==> config.mk <==
export PLATFORM = sky130hd
export DESIGN_NAME = pdw_mul
export DESIGN_NICKNAME = d
export VERILOG_FILES = /design/src/rtl/core/pdw_pkg.sv /design/src/rtl/core/pdw_mul.sv
export SDC_FILE = /design/constraint.sdc
export NUM_CORES = 2
export LEC_CHECK = 0
export ABC_AREA = 1
export BUFFER_PORTS_ARGS = -buffer_cell sky130_fd_sc_hd__buf_2
export CAP_MARGIN = 20
export CELL_PAD_IN_SITES_DETAIL_PLACEMENT = 1
export CELL_PAD_IN_SITES_GLOBAL_PLACEMENT = 1
export CORE_MARGIN = 4
export CORE_UTILIZATION = 30
export CTS_CLUSTER_SIZE = 25
export DETAILED_ROUTE_END_ITERATION = 6
export PLACE_DENSITY = 0.61
export SLEW_MARGIN = 0
export SYNTH_ARGS = -nofsm -noshare
export SYNTH_HDL_FRONTEND = slang
export SYNTH_SLANG_ARGS = --single-unit
==> constraint.sdc <==
create_clock -name clk_i -period 7.7 [get_ports clk_i]
set_input_delay 0.385 -clock clk_i [delete_from_list [all_inputs] [get_ports clk_i]]
set_output_delay 0.385 -clock clk_i [all_outputs]
set_load 0.01 [all_outputs]
==> src/rtl/core/pdw_pkg.sv <==
// pdw_pkg: shared types and constants for pixel_depth_to_world_point.
// Item structs, sequencer states, register indexes, product slots.
// No dependencies.
package pdw_pkg;

  localparam int unsigned MulAW  = 33;
  localparam int unsigned MulBW  = 27;
  localparam int unsigned MulPW  = MulAW + MulBW;
  localparam int unsigned DivNW  = 48;
  localparam int unsigned DivDW  = 16;
  localparam int unsigned DivCntW = $clog2(DivNW);

  typedef struct packed {
    logic        [15:0] pixel_u;
    logic        [15:0] pixel_v;
    logic        [30:0] depth;
    logic signed [31:0] pos_x;
    logic signed [31:0] pos_y;
    logic signed [31:0] pos_z;
    logic signed [15:0] quat_w;
    logic signed [15:0] quat_x;
    logic signed [15:0] quat_y;
    logic signed [15:0] quat_z;
    logic               found;
  } in_item_t;

  typedef struct packed {
    logic signed [31:0] world_x;
    logic signed [31:0] world_y;
    logic signed [31:0] world_z;
    logic               found_out;
  } out_item_t;

  typedef enum logic [3:0] {
    ST_IDLE,
    ST_CAM_MUL,
    ST_CAM_USE,
    ST_DIV,
    ST_QMUL,
    ST_QUSE,
    ST_RSEL,
    ST_RMUL,
    ST_RACC,
    ST_WRITE,
    ST_DONE
  } state_e;

  typedef enum logic [1:0] {
    CFG_FOCAL_X  = 2'd0,
    CFG_FOCAL_Y  = 2'd1,
    CFG_CENTER_X = 2'd2,
    CFG_CENTER_Y = 2'd3
  } cfg_idx_e;

  // quaternion product slots
  localparam logic [3:0] QP_XX = 4'd0;
  localparam logic [3:0] QP_YY = 4'd1;
  localparam logic [3:0] QP_ZZ = 4'd2;
  localparam logic [3:0] QP_XY = 4'd3;
  localparam logic [3:0] QP_XZ = 4'd4;
  localparam logic [3:0] QP_YZ = 4'd5;
  localparam logic [3:0] QP_WX = 4'd6;
  localparam logic [3:0] QP_WY = 4'd7;
  localparam logic [3:0] QP_WZ = 4'd8;
  localparam int unsigned QpNum = 9;

  localparam logic [3:0] CAM_LAST = 4'd1;

  typedef struct packed {
    logic busy;
    logic done;
  } div_stat_t;

endpackage

==> src/rtl/core/pdw_mul.sv <==
// pdw_mul: shared signed multiplier with registered product.
// Depends on pdw_pkg widths.
module pdw_mul (
  input  logic                                clk_i,
  input  logic                                en_i,
  input  logic signed [pdw_pkg::MulAW-1:0]    a_i,
  input  logic signed [pdw_pkg::MulBW-1:0]    b_i,
  output logic signed [pdw_pkg::MulPW-1:0]    p_o
);

  logic signed [pdw_pkg::MulPW-1:0] p_q;

  always_ff @(posedge clk_i) begin
    if (en_i) begin
      p_q <= pdw_pkg::MulPW'(a_i) * pdw_pkg::MulPW'(b_i);
    end
  end

  assign p_o = p_q;

endmodule

==> metrics.txt <==
YS warnings=0; final net count=about 5,700; Clock Tree Buf Depth=2; height of the die=about 350 um; P&R area growth vs syn=8.111%; CTS root buf=clkbuf_16; Avg WL per Cell=between 15 and 20 um; Synth area leaders=fa_1 (51%), inv_1 (16%), nand2_1 (13%); Core ar.=approximately 120,000 um2; Initial Util=30.33%; setup violators final=0; worst setup path category=in2reg; WL final=119,300 um; H-tree depth=3; GRT Util Overall=19.74%; initial antenna violation count=2; cts repair resizes=0; share of cells above drive strength 1=between 7 and 8%; simple-gate share of the synthesized area=between 15 and 20%; Hold Path Class=in2reg; max-cap check violation count=0; Post-Syn Nets=about 5,700; Fill cells=between 10,000 and 15,000; largest family of logic cells by synthesized area=adder cells; Place WS=0.3459 ns; largest area contributor in the netlist=fa_1; CTS tree=yes; post-route setup slack=between 0.6 and 0.7 ns; Cells after Synth=4,585; # diodes=0; Critical Path End=p_o[55]; clk sink count=60; CP Max Fanout=26; count of input and output buffers=121; sequential share of the synthesized area=~5.0%; Final period util=between 90% and 100%; most common cell after layout, fill and taps aside=inv_1; WHS=roughly 0.77 ns; WP data required=between 7 and 8 ns; final hold vios=0; Slew HR=a little over a third; crit end category=flop; post-synth top area share=50.79%; crit path DAT=between 7 and 8 ns; Post-CTS Hold Buffers=0; Via-to-Cell Ratio=between 4 and 5; max-slew violations=0; Remaining DRCs=0; HPWL Detailed=~100,000 um; Design Area, Final=38,820 um2; Critical Path Start=b_i[13]; multiplexer share of the synthesized area=0%; CTS Buf Count=9; Die ar.=125,300 um2; Core Rows=126; placed cell area=approximately 39,000 um2; Yosys cell types=34; first-pass GRT wire length=190,500 um; Slew @ Worst Pin=between 0.9 and 1 ns; Yosys reg bits=60; status=complete, no violations; Sum Neg Setup Slack=0 ns; largest net degree at the start of global routing=61; Placer Congestion=between 0.8 and 0.9; adder-cell share of the synthesized area=a little under three fifths; CP Launch Type=input port; post-layout min period=roughly 7.0 ns; violation count after the first detailed-route iteration=roughly 1,200; grt ovf=0; number of antenna-violating nets in the routed design=0; drt pass-1 iters=6; Synth Area in XOR/XNOR=less than 1%; clk slew on worst S/H paths=~0.06 ns; fmax=between 0.1 and 0.15 GHz; RSZ-0062 raised after global routing=false; max FFs per register=60; total number of vias=27,230; IO Pins=122; post-synthesis compound-gate area fraction=under 10%; mapped cell area=35,910 um2; chip width=about 350 um; Post CTS Setup Buffer Count=0; most frequent cells in the layout=inv_1 (1,542), nand2_1 (1,284), fa_1 (911); average size of a mapped cell=between 7 and 8 um2; vias in the first global route=32,220
## final cells by class
type | count | area [um2] | share of cell area, %
Sequential cell | 60 | 1802 | 4.641
Inverter | 1555 | 5837 | 15.03
Clock inverter | 7 | 57.56 | 0.1483
Tap cell | 1600 | 2002 | 5.157
Timing Repair Buffer | 212 | 1401 | 3.610
Clock buffer | 9 | 225.2 | 0.5801
Multi-Input combinational cell | 2764 | 27500 | 70.83
## cells in the mapped netlist
master	number
buf_1	8
ha_1	170
inv_1	1542
o21ai_1	1
nor3_4	1
or2_1	1
inv_2	11
and2_4	1
a21oi_1	45
o21ai_0	12
clkinv_1	2
nor3_1	7
nand4_1	15
and3_1	2
clkbuf_1	198
nor3_2	1
o21a_1	1
nand3_2	5
a21oi_2	2
nand3b_1	3
o21bai_1	11
nor4_1	2
nor2_4	14
nand2_2	36
nand2_1	1284
a21o_1	3
edfxtp_1	60
nand3_1	59
or2_2	9
nor2_2	32
nor2_1	100
fa_1	911
xor2_1	32
xnor2_1	4
## worst min path at each step
stage                     cells after the start       to    start  slack, ns
after CTS                                     2   p_o[7]     en_i       0.79
after floorplan                               0   p_o[0]     en_i       0.50
after global routing                          2   p_o[1]     en_i       0.81
after global placement                        1  p_o[18]  p_o[18]       0.80
final                                         2   p_o[7]     en_i       0.77
after detailed placement                      1   p_o[9]   p_o[9]       0.80
## worst max-delay path: stages
cell	delay, ns
buf_2	0.64
nand2_1	0.24
fa_1	0.69
inv_1	0.13
fa_1	0.85
fa_1	0.53
fa_1	0.57
fa_1	0.45
fa_1	0.52
fa_1	0.42
ha_1	0.45
nand2_1	0.08
inv_1	0.10
nand2_1	0.12
nor4_1	0.44
nand2_1	0.21
nand4_1	0.14
nand2_1	0.07
## cell families (layout without fill, tap and decap cells)
| kind of cell | after synthesis | count (layout) |
|---|---|---|
| buffers and inverters | 1761 | 1783 |
| DFF | 60 | 60 |
| adders and majority gates | 1081 | 1081 |
| and+or+nand+nor | 1572 | 1572 |
| AOI/OAI and AO/OA | 75 | 75 |
| xor gates and xnor gates | 36 | 36 |
## layer usage
metal	wire length (um)	global-route usage (%)	part of all wire (%)
met4	1953	2.775	1.6
met2	62510	37.20	52
met1	51560	25.31	43
met3	3220	1.267	2.7
met5	13	0	0.011
## metrics by stage
stage                     instances  util (%)
after floorplan                4585         -
after global placement         6191     32.55
after detailed placement       6191     32.55
after CTS                      6207     32.79
after global routing           6207     32.79
final                          6207     32.79
Power is not shown: default switching activity piles up to over one toggle a cycle in this logic, so the estimate is an artifact.
