**src/rtl/core/pdw_pkg.sv**
```systemverilog
// pdw_pkg: shared types and constants for pixel_depth_to_world_point.
// Item structs, sequencer states, register indexes, product slots.
// No dependencies.
package pdw_pkg;

  localparam int unsigned MulAW  = 33;
  localparam int unsigned MulBW  = 27;
  localparam int unsigned MulPW  = MulAW + MulBW;
  localparam int unsigned DivNW  = 48;
  localparam int unsigned DivDW  = 16;
  localparam int unsigned DivCntW = $clog2(DivNW);

  typedef struct packed {
    logic        [15:0] pixel_u;
    logic        [15:0] pixel_v;
    logic        [30:0] depth;
    logic signed [31:0] pos_x;
    logic signed [31:0] pos_y;
    logic signed [31:0] pos_z;
    logic signed [15:0] quat_w;
    logic signed [15:0] quat_x;
    logic signed [15:0] quat_y;
    logic signed [15:0] quat_z;
    logic               found;
  } in_item_t;

  typedef struct packed {
    logic signed [31:0] world_x;
    logic signed [31:0] world_y;
    logic signed [31:0] world_z;
    logic               found_out;
  } out_item_t;

  typedef enum logic [3:0] {
    ST_IDLE,
    ST_CAM_MUL,
    ST_CAM_USE,
    ST_DIV,
    ST_QMUL,
    ST_QUSE,
    ST_RSEL,
    ST_RMUL,
    ST_RACC,
    ST_WRITE,
    ST_DONE
  } state_e;

  typedef enum logic [1:0] {
    CFG_FOCAL_X  = 2'd0,
    CFG_FOCAL_Y  = 2'd1,
    CFG_CENTER_X = 2'd2,
    CFG_CENTER_Y = 2'd3
  } cfg_idx_e;

  // quaternion product slots
  localparam logic [3:0] QP_XX = 4'd0;
  localparam logic [3:0] QP_YY = 4'd1;
  localparam logic [3:0] QP_ZZ = 4'd2;
  localparam logic [3:0] QP_XY = 4'd3;
  localparam logic [3:0] QP_XZ = 4'd4;
  localparam logic [3:0] QP_YZ = 4'd5;
  localparam logic [3:0] QP_WX = 4'd6;
  localparam logic [3:0] QP_WY = 4'd7;
  localparam logic [3:0] QP_WZ = 4'd8;
  localparam int unsigned QpNum = 9;

  localparam logic [3:0] CAM_LAST = 4'd1;

  typedef struct packed {
    logic busy;
    logic done;
  } div_stat_t;

endpackage

```
**src/rtl/core/pdw_div.sv**
```systemverilog
// pdw_div: restoring unsigned divider, one quotient bit per cycle.
// Depends on pdw_pkg widths and status struct.
module pdw_div (
  input  logic                          clk_i,
  input  logic                          rst_ni,
  input  logic                          start_i,
  input  logic [pdw_pkg::DivNW-1:0]     dividend_i,
  input  logic [pdw_pkg::DivDW-1:0]     divisor_i,
  output logic [pdw_pkg::DivNW-1:0]     quo_o,
  output pdw_pkg::div_stat_t            stat_o
);

  logic [pdw_pkg::DivNW-1:0]   quo_q;
  logic [pdw_pkg::DivDW-1:0]   rem_q;
  logic [pdw_pkg::DivDW-1:0]   dsr_q;
  logic [pdw_pkg::DivCntW-1:0] cnt_q;
  logic                        busy_q;
  logic                        done_q;
  logic [pdw_pkg::DivDW:0]     shl;
  logic [pdw_pkg::DivDW:0]     trial;

  assign shl   = {rem_q, quo_q[pdw_pkg::DivNW-1]};
  assign trial = shl - {1'b0, dsr_q};

  always_ff @(posedge clk_i or negedge rst_ni) begin
    if (!rst_ni) begin
      busy_q <= 1'b0;
      done_q <= 1'b0;
      cnt_q  <= '0;
    end else begin
      done_q <= !start_i && busy_q && (cnt_q == '0);
      if (start_i) begin
        busy_q <= 1'b1;
        cnt_q  <= pdw_pkg::DivCntW'(pdw_pkg::DivNW - 1);
      end else if (busy_q) begin
        if (cnt_q == '0) begin
          busy_q <= 1'b0;
        end else begin
          cnt_q <= cnt_q - 1'b1;
        end
      end
    end
  end

  always_ff @(posedge clk_i) begin
    if (start_i) begin
      quo_q <= dividend_i;
      rem_q <= '0;
      dsr_q <= divisor_i;
    end else if (busy_q) begin
      rem_q <= trial[pdw_pkg::DivDW] ? shl[pdw_pkg::DivDW-1:0] : trial[pdw_pkg::DivDW-1:0];
      quo_q <= {quo_q[pdw_pkg::DivNW-2:0], ~trial[pdw_pkg::DivDW]};
    end
  end

  assign quo_o       = quo_q;
  assign stat_o.busy = busy_q;
  assign stat_o.done = done_q;

endmodule

```
**config.mk**
```make
export PLATFORM = sky130hd
export DESIGN_NAME = pdw_div
export DESIGN_NICKNAME = d
export VERILOG_FILES = /design/src/rtl/core/pdw_pkg.sv /design/src/rtl/core/pdw_div.sv
export SDC_FILE = /design/constraint.sdc
export NUM_CORES = 1
export LEC_CHECK = 0
export BUFFER_PORTS_ARGS = -buffer_cell sky130_fd_sc_hd__buf_2
export CAP_MARGIN = 20
export CORE_UTILIZATION = 35
export CTS_CLUSTER_DIAMETER = 120
export DETAILED_ROUTE_END_ITERATION = 8
export GPL_TIMING_DRIVEN = 0
export SKIP_CTS_REPAIR_TIMING = 1
export SLEW_MARGIN = 20
export SYNTH_ARGS = -nofsm -noshare
export SYNTH_HDL_FRONTEND = slang
export SYNTH_SLANG_ARGS = --single-unit
```
**constraint.sdc**
```tcl
create_clock -name clk_i -period 3.4 [get_ports clk_i]
set_input_delay 0.51 -clock clk_i [delete_from_list [all_inputs] [get_ports clk_i]]
set_output_delay 0.51 -clock clk_i [all_outputs]
set_load 0.005 [all_outputs]
```
==> run_results.csv, run 1 <==
group,metric,value,unit
status,status,"finished, violations left",
status,violations,"hold timing",
synthesis,synth_compound_area_share,13.81,%
synthesis,async_flop_share,9.091,%
layout,multi_input_area,2106,um2
timing,tns,0,ps
timing,max-slew-margin-rel,39.01,%
layout,layout-area-overhead-vs-synth,23.15,%
power_and_ir_drop,p_sw_share,31.62,%
clock_tree,cts_root_buffer,"clkbuf_16",
placement,routabilityCongestion,0.8255,
power_and_ir_drop,power_switching,1.030,mW
timing,fin_crit,3070,ps
synthesis,synthAdderAreaFrac,5.167,%
grt,grt_pass1_wl,18090,um
worst_setup_path,cp.arrival,3140,ps
power_and_ir_drop,irDropWorstVdd,251.4,uV
grt,grtUsageTotal,16.39,%
synthesis,synth-main-ff-cell,"edfxtp_1",
layout,fill_cells,1266,
synthesis,ys_ff_latch,88,
route,avgRoutedWirePerCell,15.69,um
grt,antenna_found_initial,0,
worst_setup_path,cp_top_family,"simple AND/OR/NAND/NOR gates",
synthesis,synth.net_count,490,
timing,worst_hold_slack,-0.8856,ps
layout,nNetsFinal,618,
floorplanning,die_h,118.4,um
hold_path,hold_path.class,"in -> async",
timing,finClkSkew,8.764,ps
timing,rsz0062_at_grt,"false",
timing,hold_violations,1,
power_and_ir_drop,p_comb_share,28.3,%
grt,grt_max_degree,28,
clock_tree,h-tree-depth,3,
power_and_ir_drop,p_seq_share,42.7,%
grt,grt_pass1_vias,3636,
timing,fmax,0.3257,GHz
floorplanning,initial_core_util,35.84,%
synthesis,syn_inst,404,
clock_tree,clock_latency,350,ps
route,drc,0,
placement,io_buffers,116,
synthesis,synth.avg_cell_area,11.75,um2
floorplanning,rows,42,
route,drtPass1Iterations,4,
synthesis,synthMuxAreaShare,11.81,%
route,num_vias,3669,
timing,worst_pin_slew,914.9,ps
worst_setup_path,critPathMaxStageDelay,600,ps
clock_tree,clock_sinks,88,
synthesis,yosys.area_share.xor_xnor,2.030,%
worst_setup_path,critPathMaxFanout,10,
layout,layout_common_cells,"buf_2, edfxtp_1, mux2_2",
power_and_ir_drop,power.total,3.256,mW
clock_tree,cts_tree,"built",
worst_setup_path,crit_path_top_delay_cell,"nor3_2",
power_and_ir_drop,power_frac_clock,29.0,%
worst_setup_path,endpoint_kind,"flip-flop",
synthesis,synthSimpleGateAreaFrac,11.55,%
floorplanning,fp.coreArea,13240,um2
layout,final_common_cell,"buf_2",
timing,post-route-period-util,90.31,%
job,drv_cap,0,
synthesis,seq_area_frac_synth,51.46,%
floorplanning,dieWidth,118.4,um
placement,hpwl,8350,um
power_and_ir_drop,cellLeakagePower,2.502,nW
layout,num_antenna_cells,0,
route,wl,11190,um
synthesis,ys_warn_count,0,
grt,grt_overflow_total,0,
layout,seqCellArea,2442,um2
worst_setup_path,crit_chain,"inv_1 > ha_1 > fa_1 > nor2b_1 > o31ai_2 > a31o_1 > buf_6 > o21a_1 > nor3_2 > o21ai_0",
synthesis,netlist_area,4746,um2
floorplanning,io-pin-count,117,
clock_tree,clkTransAtPathRegs,70,ps
route,antenna_left,0,
timing,setup_viol,0,
route,drt_iter0_drc,232,
clock_tree,cts-buffers-inserted,9,
timing,drv_slew,0,
power_and_ir_drop,p_int,2.226,mW
worst_setup_path,worstSetupPathType,"reg -> reg",
clock_tree,max-clock-path-buffers,2,
synthesis,synth_top_family_by_area,"compound AO/OA/AOI/OAI gates",
worst_setup_path,critical_path_required,3470,ps
route,vias_per_cell,5.146,
synthesis,synth.distinct_cells,61,
floorplanning,dieArea,14030,um2
worst_setup_path,worst-path-buf-inv,2,
power_and_ir_drop,p_per_area,557.1,nW/um2
worst_setup_path,start_kind,"flip-flop",
layout,drive_above_1_share,37.06,%
synthesis,synth_edf_count,64,
==> state kept, by name, indices dropped and copies added, names as in the netlist <==
signal and count:
quo_o 48, busy_q 1, dsr_q 16, rem_q 16
cnt_q 6, done_q 1
==> Yosys cell counts, drive strengths merged (2+ instances only) <==
master  instances  area [um2]
dfxtp          16       320.3
mux2           48       540.5
and4            2       17.52
o211ai          3       22.52
nand2b         12       75.07
mux2i           2       20.02
clkbuf         13       50.04
o21a            4       30.03
buf             9       65.06
ha             18       225.2
a21o            5       37.54
o31ai          11       87.58
nand4           9       56.30
nand2          25       93.84
nor4            3       18.77
a31o            2       17.52
a211oi          3       22.52
a311oi          7       61.31
o21ai          10       53.80
nand3           6       30.03
o211a           2       20.02
dfrtp           8       200.2
nor2b           3       18.77
a21oi          15       75.07
xor2            3       26.28
o41a            5       56.30
and3            4       25.02
nor3            6       40.04
xnor2           8       70.07
and2            4       25.02
o21bai          5       37.54
inv            22       82.58
nor2           25       96.35
nand3b          2       15.01
a31oi           4       25.02
edfxtp         64        1922
==> path summary, 6_finish.rpt <==
kind,startpoint,slack [ps],depth (start not counted),endpoint
setup / recovery,quo_o[47],330,10,quo_o[0]
hold / removal,rst_ni,-0.9,1,cnt_q[2]
setup reg to reg,quo_o[47],330,10,quo_o[0]
hold reg to reg,rem_q[5],520,2,rem_q[5]
max in group asynchronous,rst_ni,3220,1,cnt_q[0]
min in group clk_i,divisor_i[1],340,1,dsr_q[1]
==> layout make-up <==
class	count	share of cell area, %
inverter	22	1.413
timing repair buffer	117	10.28
buffer	22	1.970
multi-input combinational	272	36.03
clock inverter	7	0.8992
clock buffer	9	3.854
sequential	88	41.79
tap	176	3.768
==> stage by stage <==
| step | instances | setup WS (ps) | instance area [um2] | hold WS (ps) | util, % |
|---|---|---|---|---|---|
| 3_3_place_gp | 696 | -469.9 | 5547 | 367.6 | 41.88 |
| 5_1_grt | 713 | 43.84 | 5844 | 2.350 | 44.13 |
| 4_1_cts | 713 | 290.8 | 5844 | -5.639 | 44.13 |
| 6_report | 713 | 329.6 | 5844 | -0.8856 | 44.13 |
| 3_5_place_dp | 697 | 299.2 | 5567 | 366.8 | 42.04 |
| 2_1_floorplan | 404 | 843.7 | 4746 | 214.4 | - |
==> metal layers <==
| metal | routed length [um] | vias up | global-route usage [%] | share of wire [%] |
|---|---|---|---|---|
| li1 | - | 1793 | - | - |
| met1 | 4918 | 1743 | 21.07 | 44 |
| met2 | 5288 | 113 | 26.03 | 47 |
| met3 | 752 | 20 | 4.392 | 6.7 |
| met4 | 228 | 0 | 6.883 | 2.0 |
| met5 | 0 | - | 0 | 0 |
==> cell families after synthesis <==
family / Yosys count
buf+inv: 44
flops: 88
fa+ha+maj: 19
simple gates: 106
mux: 50
xor+xnor: 11
compound gates: 86
==> power groups by stage <==
stage / clock [mW] / sequential, mW / combinational, mW
4_1_cts: 0.967 / 1.39 / 0.926
2_1_floorplan: 0 / 1.39 / 0.651
3_5_place_dp: 0 / 1.41 / 0.918
6_report: 0.943 / 1.39 / 0.923
5_1_grt: 1.00 / 1.41 / 1.03
3_3_place_gp: 0 / 1.41 / 0.899
Power figures use the tool's default switching activity.
==> run 2: changes to the inputs <==
- ABC_CLOCK_PERIOD_IN_PS: unset -> 3400
- CORE_UTILIZATION: 35 -> 54
- PLACE_DENSITY: unset -> 0.81
==> run 2 against run 1 <==
The run now ends clean; sequential share of layout area is 1.1 points higher; clock power is 22% lower; fmax is 1.3% lower; largest power group unchanged.
==> run_results.csv, run 2 (synthesized netlist as in run 1, its figures left out) <==
group,metric,value,unit
power_and_ir_drop,p_seq_share,45.2,%
layout,num_antenna_cells,0,
route,num_vias,3805,
grt,grtUsageTotal,26.66,%
grt,grt_pass1_vias,3819,
route,avgRoutedWirePerCell,17.79,um
power_and_ir_drop,p_comb_share,30.8,%
clock_tree,cts-buffers-inserted,9,
route,vias_per_cell,5.918,
layout,nNetsFinal,619,
timing,rsz0062_at_grt,"false",
placement,io_buffers,116,
route,antenna_left,0,
timing,worst_pin_slew,971.4,ps
placement,routabilityCongestion,0.9699,
placement,dp.cells,626,
clock_tree,clkTransAtPathRegs,100,ps
floorplanning,io-pin-count,117,
floorplanning,rows,33,
clock_tree,clock_sinks,88,
grt,grt_max_degree,27,
layout,fill_cells,650,
worst_setup_path,cp_top_family,"simple AND/OR/NAND/NOR gates",
layout,fin_area,5694,um2
layout,drive_above_1_share,37.17,%
hold_path,hold_path.class,"in -> reg",
worst_setup_path,endpoint_kind,"flip-flop",
route,wl_met3,968,um
route,drc,0,
route,top_layer,"met4",
clock_tree,cts_root_buffer,"clkbuf_8",
floorplanning,fp.coreArea,8341,um2
placement,placed_cell_area,5485,um2
worst_setup_path,crit_path_top_delay_cell,"nor3_2",
timing,finClkSkew,6.486,ps
floorplanning,die_h,95.75,um
layout,layout_common_cells,"buf_2, edfxtp_1, mux2_2",
timing,max-slew-margin-rel,35.24,%
power_and_ir_drop,power_switching,1.055,mW
worst_setup_path,worstSetupPathType,"reg -> reg",
timing,drv_slew,0,
layout,fin_cells,643,
timing,hold_violations,0,
worst_setup_path,crit_end,"quo_o[0]",
clock_tree,h-tree-depth,3,
grt,antenna_found_initial,0,
floorplanning,dieWidth,95.75,um
worst_setup_path,cp-startpoint,"quo_o[47]",
power_and_ir_drop,p_int,2.015,mW
worst_setup_path,critical_path_required,3480,ps
worst_setup_path,r2r_start,"quo_o[47]",
layout,utilization,68.27,%
layout,layout-area-overhead-vs-synth,19.98,%
route,drtPass1Iterations,5,
timing,fin_ws,290.5,ps
layout,largest_reg_flops,48,
worst_setup_path,start_kind,"flip-flop",
timing,fin_crit,3109,ps
clock_tree,max-clock-path-buffers,2,
power_and_ir_drop,power_frac_clock,24.0,%
worst_setup_path,r2r-end,"quo_o[0]",
timing,setup_viol,0,
power_and_ir_drop,power.total,3.070,mW
grt,grt_pass1_wl,18480,um
placement,pre_cts_slack,307.8,ps
timing,post-route-period-util,91.45,%
worst_setup_path,worst-path-buf-inv,2,
worst_setup_path,crit_chain,"inv_1 > ha_1 > fa_1 > nor2b_1 > o31ai_2 > a31o_1 > buf_6 > o21a_1 > nor3_2 > o21ai_0",
job,drv_cap,0,
route,wl_met2,5677,um
power_and_ir_drop,cellLeakagePower,2.469,nW
power_and_ir_drop,p_sw_share,34.36,%
power_and_ir_drop,p_per_area,539.1,nW/um2
power_and_ir_drop,irDropWorstVdd,355.1,uV
worst_setup_path,r2r_cells,10,
route,drt_iter0_drc,224,
placement,hpwl,8281,um
floorplanning,dieArea,9167,um2
status,status,"finished clean",
clock_tree,clock_latency,360,ps
grt,grt_overflow_total,0,
worst_setup_path,critPathMaxStageDelay,680,ps
worst_setup_path,r2r_setup_slack,290,ps
route,wl,11440,um
worst_setup_path,cp.depth,10,
clock_tree,cts_tree,"built",
timing,fmax,0.3216,GHz
worst_setup_path,cp.arrival,3190,ps
floorplanning,initial_core_util,56.90,%
layout,final_common_cell,"buf_2",
route,met1Wirelength,4529,um
worst_setup_path,critPathMaxFanout,10,
## run 2: layer usage
metal	track usage, %	vias to the layer above
met5	0	-
met3	7.741	25
li1	-	1782
met1	31.95	1813
met2	45.65	185
met4	9.577	0
## run 2: cell type report
cell class / instances / area [um2] / share of cell area (%)
sequential: 88 / 2442 / 42.89
multi-input combinational: 272 / 2106 / 36.98
timing repair buffer: 118 / 618.1 / 10.85
tap: 105 / 131.4 / 2.307
clock buffer: 9 / 123.9 / 2.175
buffer: 22 / 115.1 / 2.022
inverter: 22 / 82.58 / 1.450
clock inverter: 7 / 75.07 / 1.318
## run 2: how the worst min path moves through the flow
| stage | startpoint | end | slack, ps | depth (start not counted) |
|---|---|---|---|---|
| 6_report | divisor_i[14] | dsr_q[14] | 320 | 1 |
| 5_1_grt | divisor_i[14] | dsr_q[14] | 310 | 1 |
| 4_1_cts | rst_ni | done_q | -30 | 1 |
| 3_5_place_dp | rst_ni | done_q | 370 | 1 |
| 3_3_place_gp | rst_ni | busy_q | 360 | 1 |
| 2_1_floorplan | rst_ni | busy_q | 210 | 0 |
## run 2: power by group through the flow
stage	logic, mW	registers (mW)	clock network, mW
CTS	0.932	1.39	0.744
floorplan	0.651	1.39	0
global route	1.03	1.41	0.782
global placement	0.887	1.40	0
detailed placement	0.921	1.41	0
finish	0.946	1.39	0.735
## run 2: through the flow
step | setup TNS [ps] | hold slack (ps)
CTS | 0 | -29.37
global placement | -17780 | 362.9
finish | 0 | 318.9
global route | 0 | 305.4
floorplan | 0 | 214.4
detailed placement | 0 | 366.1
==> run 3: changes to the inputs <==
- ABC_AREA: unset -> 1
==> run 3 against run 2 <==
Fmax is 31% higher; wire length is 6.4% lower; synthesized area is 1.0% higher; clock power is 4.5% higher; sequential power hardly changed; combinational power is 26% higher; worst setup slack better by 730 ps; via count is 9.1% higher; flip-flop and latch count stayed put; critical endpoint unchanged; highest routed layer unchanged.
==> run_results.csv, run 3 <==
group,metric,value,unit
floorplanning,dieWidth,96.22,um
grt,grt_pass1_wl,16700,um
layout,nNetsFinal,828,
status,status,"finished clean",
power_and_ir_drop,irDropWorstVdd,252.5,uV
synthesis,synth_top_area_share,40.09,%
synthesis,async_flop_share,9.091,%
hold_path,whs_path_depth,1,
clock_tree,clock_latency,370,ps
timing,fmax,0.4208,GHz
worst_setup_path,critPathMaxFanout,10,
synthesis,synth_most_common_cell,"nand2_1",
timing,fin_ws,1024,ps
hold_path,holdCritStartpoint,"divisor_i[6]",
hold_path,hold_path.class,"in -> reg",
worst_setup_path,worstSetupPathType,"reg -> reg",
power_and_ir_drop,p_sw_share,36.76,%
layout,largest_reg_flops,48,
synthesis,synth-main-ff-cell,"edfxtp_1",
synthesis,synthTopCellsByArea,"edfxtp_1, nand2_1, inv_1",
timing,rsz0062_at_grt,"false",
route,avgRoutedWirePerCell,12.52,um
route,num_vias,4152,
floorplanning,dieArea,9257,um2
route,vias_per_cell,4.856,
worst_setup_path,start_kind,"flip-flop",
floorplanning,initial_core_util,55.51,%
route,wl,10710,um
worst_setup_path,crit_chain,"inv_1 > ha_1 > fa_1 > inv_1 > nand2_1 > nand2_1 > nand3_1 > nand2_2 > nand2_2 > nand2_1 > nand2_1 > nand2_4 > buf_8 > o21ai_0",
worst_setup_path,endpoint_kind,"flip-flop",
route,antenna_left,0,
layout,fill_cells,705,
timing,fin_crit,2376,ps
timing,finClkSkew,11.75,ps
power_and_ir_drop,power_switching,1.238,mW
grt,grt_overflow_total,0,
placement,io_buffers,116,
grt,grtUsageTotal,24.05,%
synthesis,ys_warn_count,0,
placement,hpwl,8134,um
power_and_ir_drop,p_comb_share,35.4,%
clock_tree,h-tree-depth,3,
floorplanning,die_h,96.22,um
clock_tree,clock_sinks,88,
clock_tree,cts-buffers-inserted,9,
hold_path,hold-path-endpoint,"dsr_q[6]",
synthesis,netlist_top_cells_count,"nand2_1, inv_1, edfxtp_1, nand3_1",
synthesis,synth_edf_count,64,
power_and_ir_drop,p_int,2.130,mW
layout,layout_common_cells,"nand2_1, buf_2, inv_1",
floorplanning,io-pin-count,117,
timing,worst_pin_slew,607.9,ps
clock_tree,cts_root_buffer,"clkbuf_8",
power_and_ir_drop,p_seq_share,41.8,%
floorplanning,rows,34,
clock_tree,cts_tree,"built",
timing,drv_slew,0,
placement,pre_cts_slack,733.2,ps
floorplanning,fp.coreArea,8636,um2
clock_tree,clkTransAtPathRegs,100,ps
placement,routabilityCongestion,0.9062,
worst_setup_path,r2r_setup_slack,1020,ps
worst_setup_path,r2r_cells,14,
synthesis,synth.net_count,699,
synthesis,synth.distinct_cells,31,
power_and_ir_drop,power.total,3.368,mW
timing,post-route-period-util,69.89,%
synthesis,synth.avg_cell_area,7.819,um2
layout,layout-area-overhead-vs-synth,19.81,%
clock_tree,max-clock-path-buffers,2,
synthesis,syn_inst,613,
synthesis,yosysTopAreaCell,"edfxtp_1",
power_and_ir_drop,p_per_area,586.4,nW/um2
placement,placed_cell_area,5529,um2
worst_setup_path,critical_path_required,3500,ps
grt,grt_pass1_vias,3791,
worst_setup_path,critPathMaxStageDelay,410,ps
layout,num_antenna_cells,0,
route,drtPass1Iterations,5,
worst_setup_path,crit_path_top_delay_cell,"fa_1",
layout,fin_area,5743,um2
worst_setup_path,cp.arrival,2480,ps
power_and_ir_drop,cellLeakagePower,3.148,nW
layout,drive_above_1_share,21.02,%
timing,hold_violations,0,
grt,grt_max_degree,30,
route,drc,0,
grt,antenna_found_initial,0,
job,drv_cap,0,
synthesis,netlist_area,4793,um2
worst_setup_path,r2r-end,"quo_o[0]",
timing,max-slew-margin-rel,59.47,%
route,drt_iter0_drc,194,
worst_setup_path,r2r_start,"quo_o[47]",
timing,setup_viol,0,
synthesis,ys_ff_latch,88,
power_and_ir_drop,power_frac_clock,22.8,%
timing,worst_hold_slack,306.8,ps
synthesis,seq_area_frac_synth,50.95,%
worst_setup_path,cpMostUsedCell,"nand2_1",
layout,final_common_cell,"nand2_1",
run 3: cell types whose count changed after synthesis, moves of 6 or more:
cell and change:
a21oi_1 -6, a311oi_1 -7, inv_1 +70, mux2_2 -48
nand2_1 +269, nand2_2 +8, nand2b_1 -12, nand3_1 +25
nor2_1 -6, o31ai_1 -10
run 3: final cells by class:
| class | count | area, um2 | share of cell area [%] |
|---|---|---|---|
| plain buffers | 17 | 95.09 | 1.656 |
| clock buffers | 10 | 127.6 | 2.222 |
| clock inverters | 6 | 76.32 | 1.329 |
| inverters | 94 | 352.8 | 6.144 |
| multi-input cells | 414 | 1903 | 33.14 |
| flip-flops and latches | 88 | 2442 | 42.53 |
| well taps | 108 | 135.1 | 2.353 |
| repair buffers | 118 | 610.6 | 10.63 |
run 3: worst max path at each step:
stage	from	to	slack (ps)	cells after the start
after floorplan	start_i	cnt_q[5]	870	8
after global placement	start_i	cnt_q[5]	-230	9
after detailed placement	start_i	cnt_q[4]	730	10
after CTS	quo_o[47]	quo_o[0]	1020	14
after global routing	quo_o[47]	rem_q[12]	860	16
final	quo_o[47]	quo_o[0]	1020	14
run 3: critical path: cells and delay by family (launching register included):
| kind | cells | cell delay, ps |
|---|---|---|
| fa+ha+maj | 2 | 620 |
| simple gates | 8 | 760 |
| compound gates | 1 | 80 |
| buf+inv | 3 | 290 |
| flops | 1 | 350 |
run 3: logic make-up (layout without fill, tap and decap cells):
kind of cell	Yosys count	after routing	synth area share [%]
xor gates and xnor gates	7	7	1.279
AOI/OAI and AO/OA	20	20	2.297
buffers and inverters	111	245	9.345
DFF	88	88	50.95
and+or+nand+nor	368	368	31.01
adders and majority gates	19	19	5.116
run 3: power groups by stage:
stage          registers (mW)  logic, mW  clock network, mW
4_1_cts                  1.41       1.20              0.782
2_1_floorplan            1.42      0.875                  0
5_1_grt                  1.43       1.37              0.817
3_3_place_gp             1.42       1.15                  0
3_5_place_dp             1.43       1.19                  0
6_report                 1.41       1.19              0.768
run 3: through the flow:
step                      setup TNS, ps  utilization, %  instances
after CTS                             0           66.39        854
final                                 0           66.50        855
after global placement           -541.1           63.79        837
after global routing                  0           66.50        855
after floorplan                       0               -        613
after detailed placement              0           64.02        838
run 3: per-layer routing:
metal	up-vias	share of wire, %	global-route usage, %
li1	2149	-	-
met3	24	6.6	7.346
met2	134	48	40.25
met4	0	2.2	10.57
met5	-	0	0
met1	1845	43	28.42
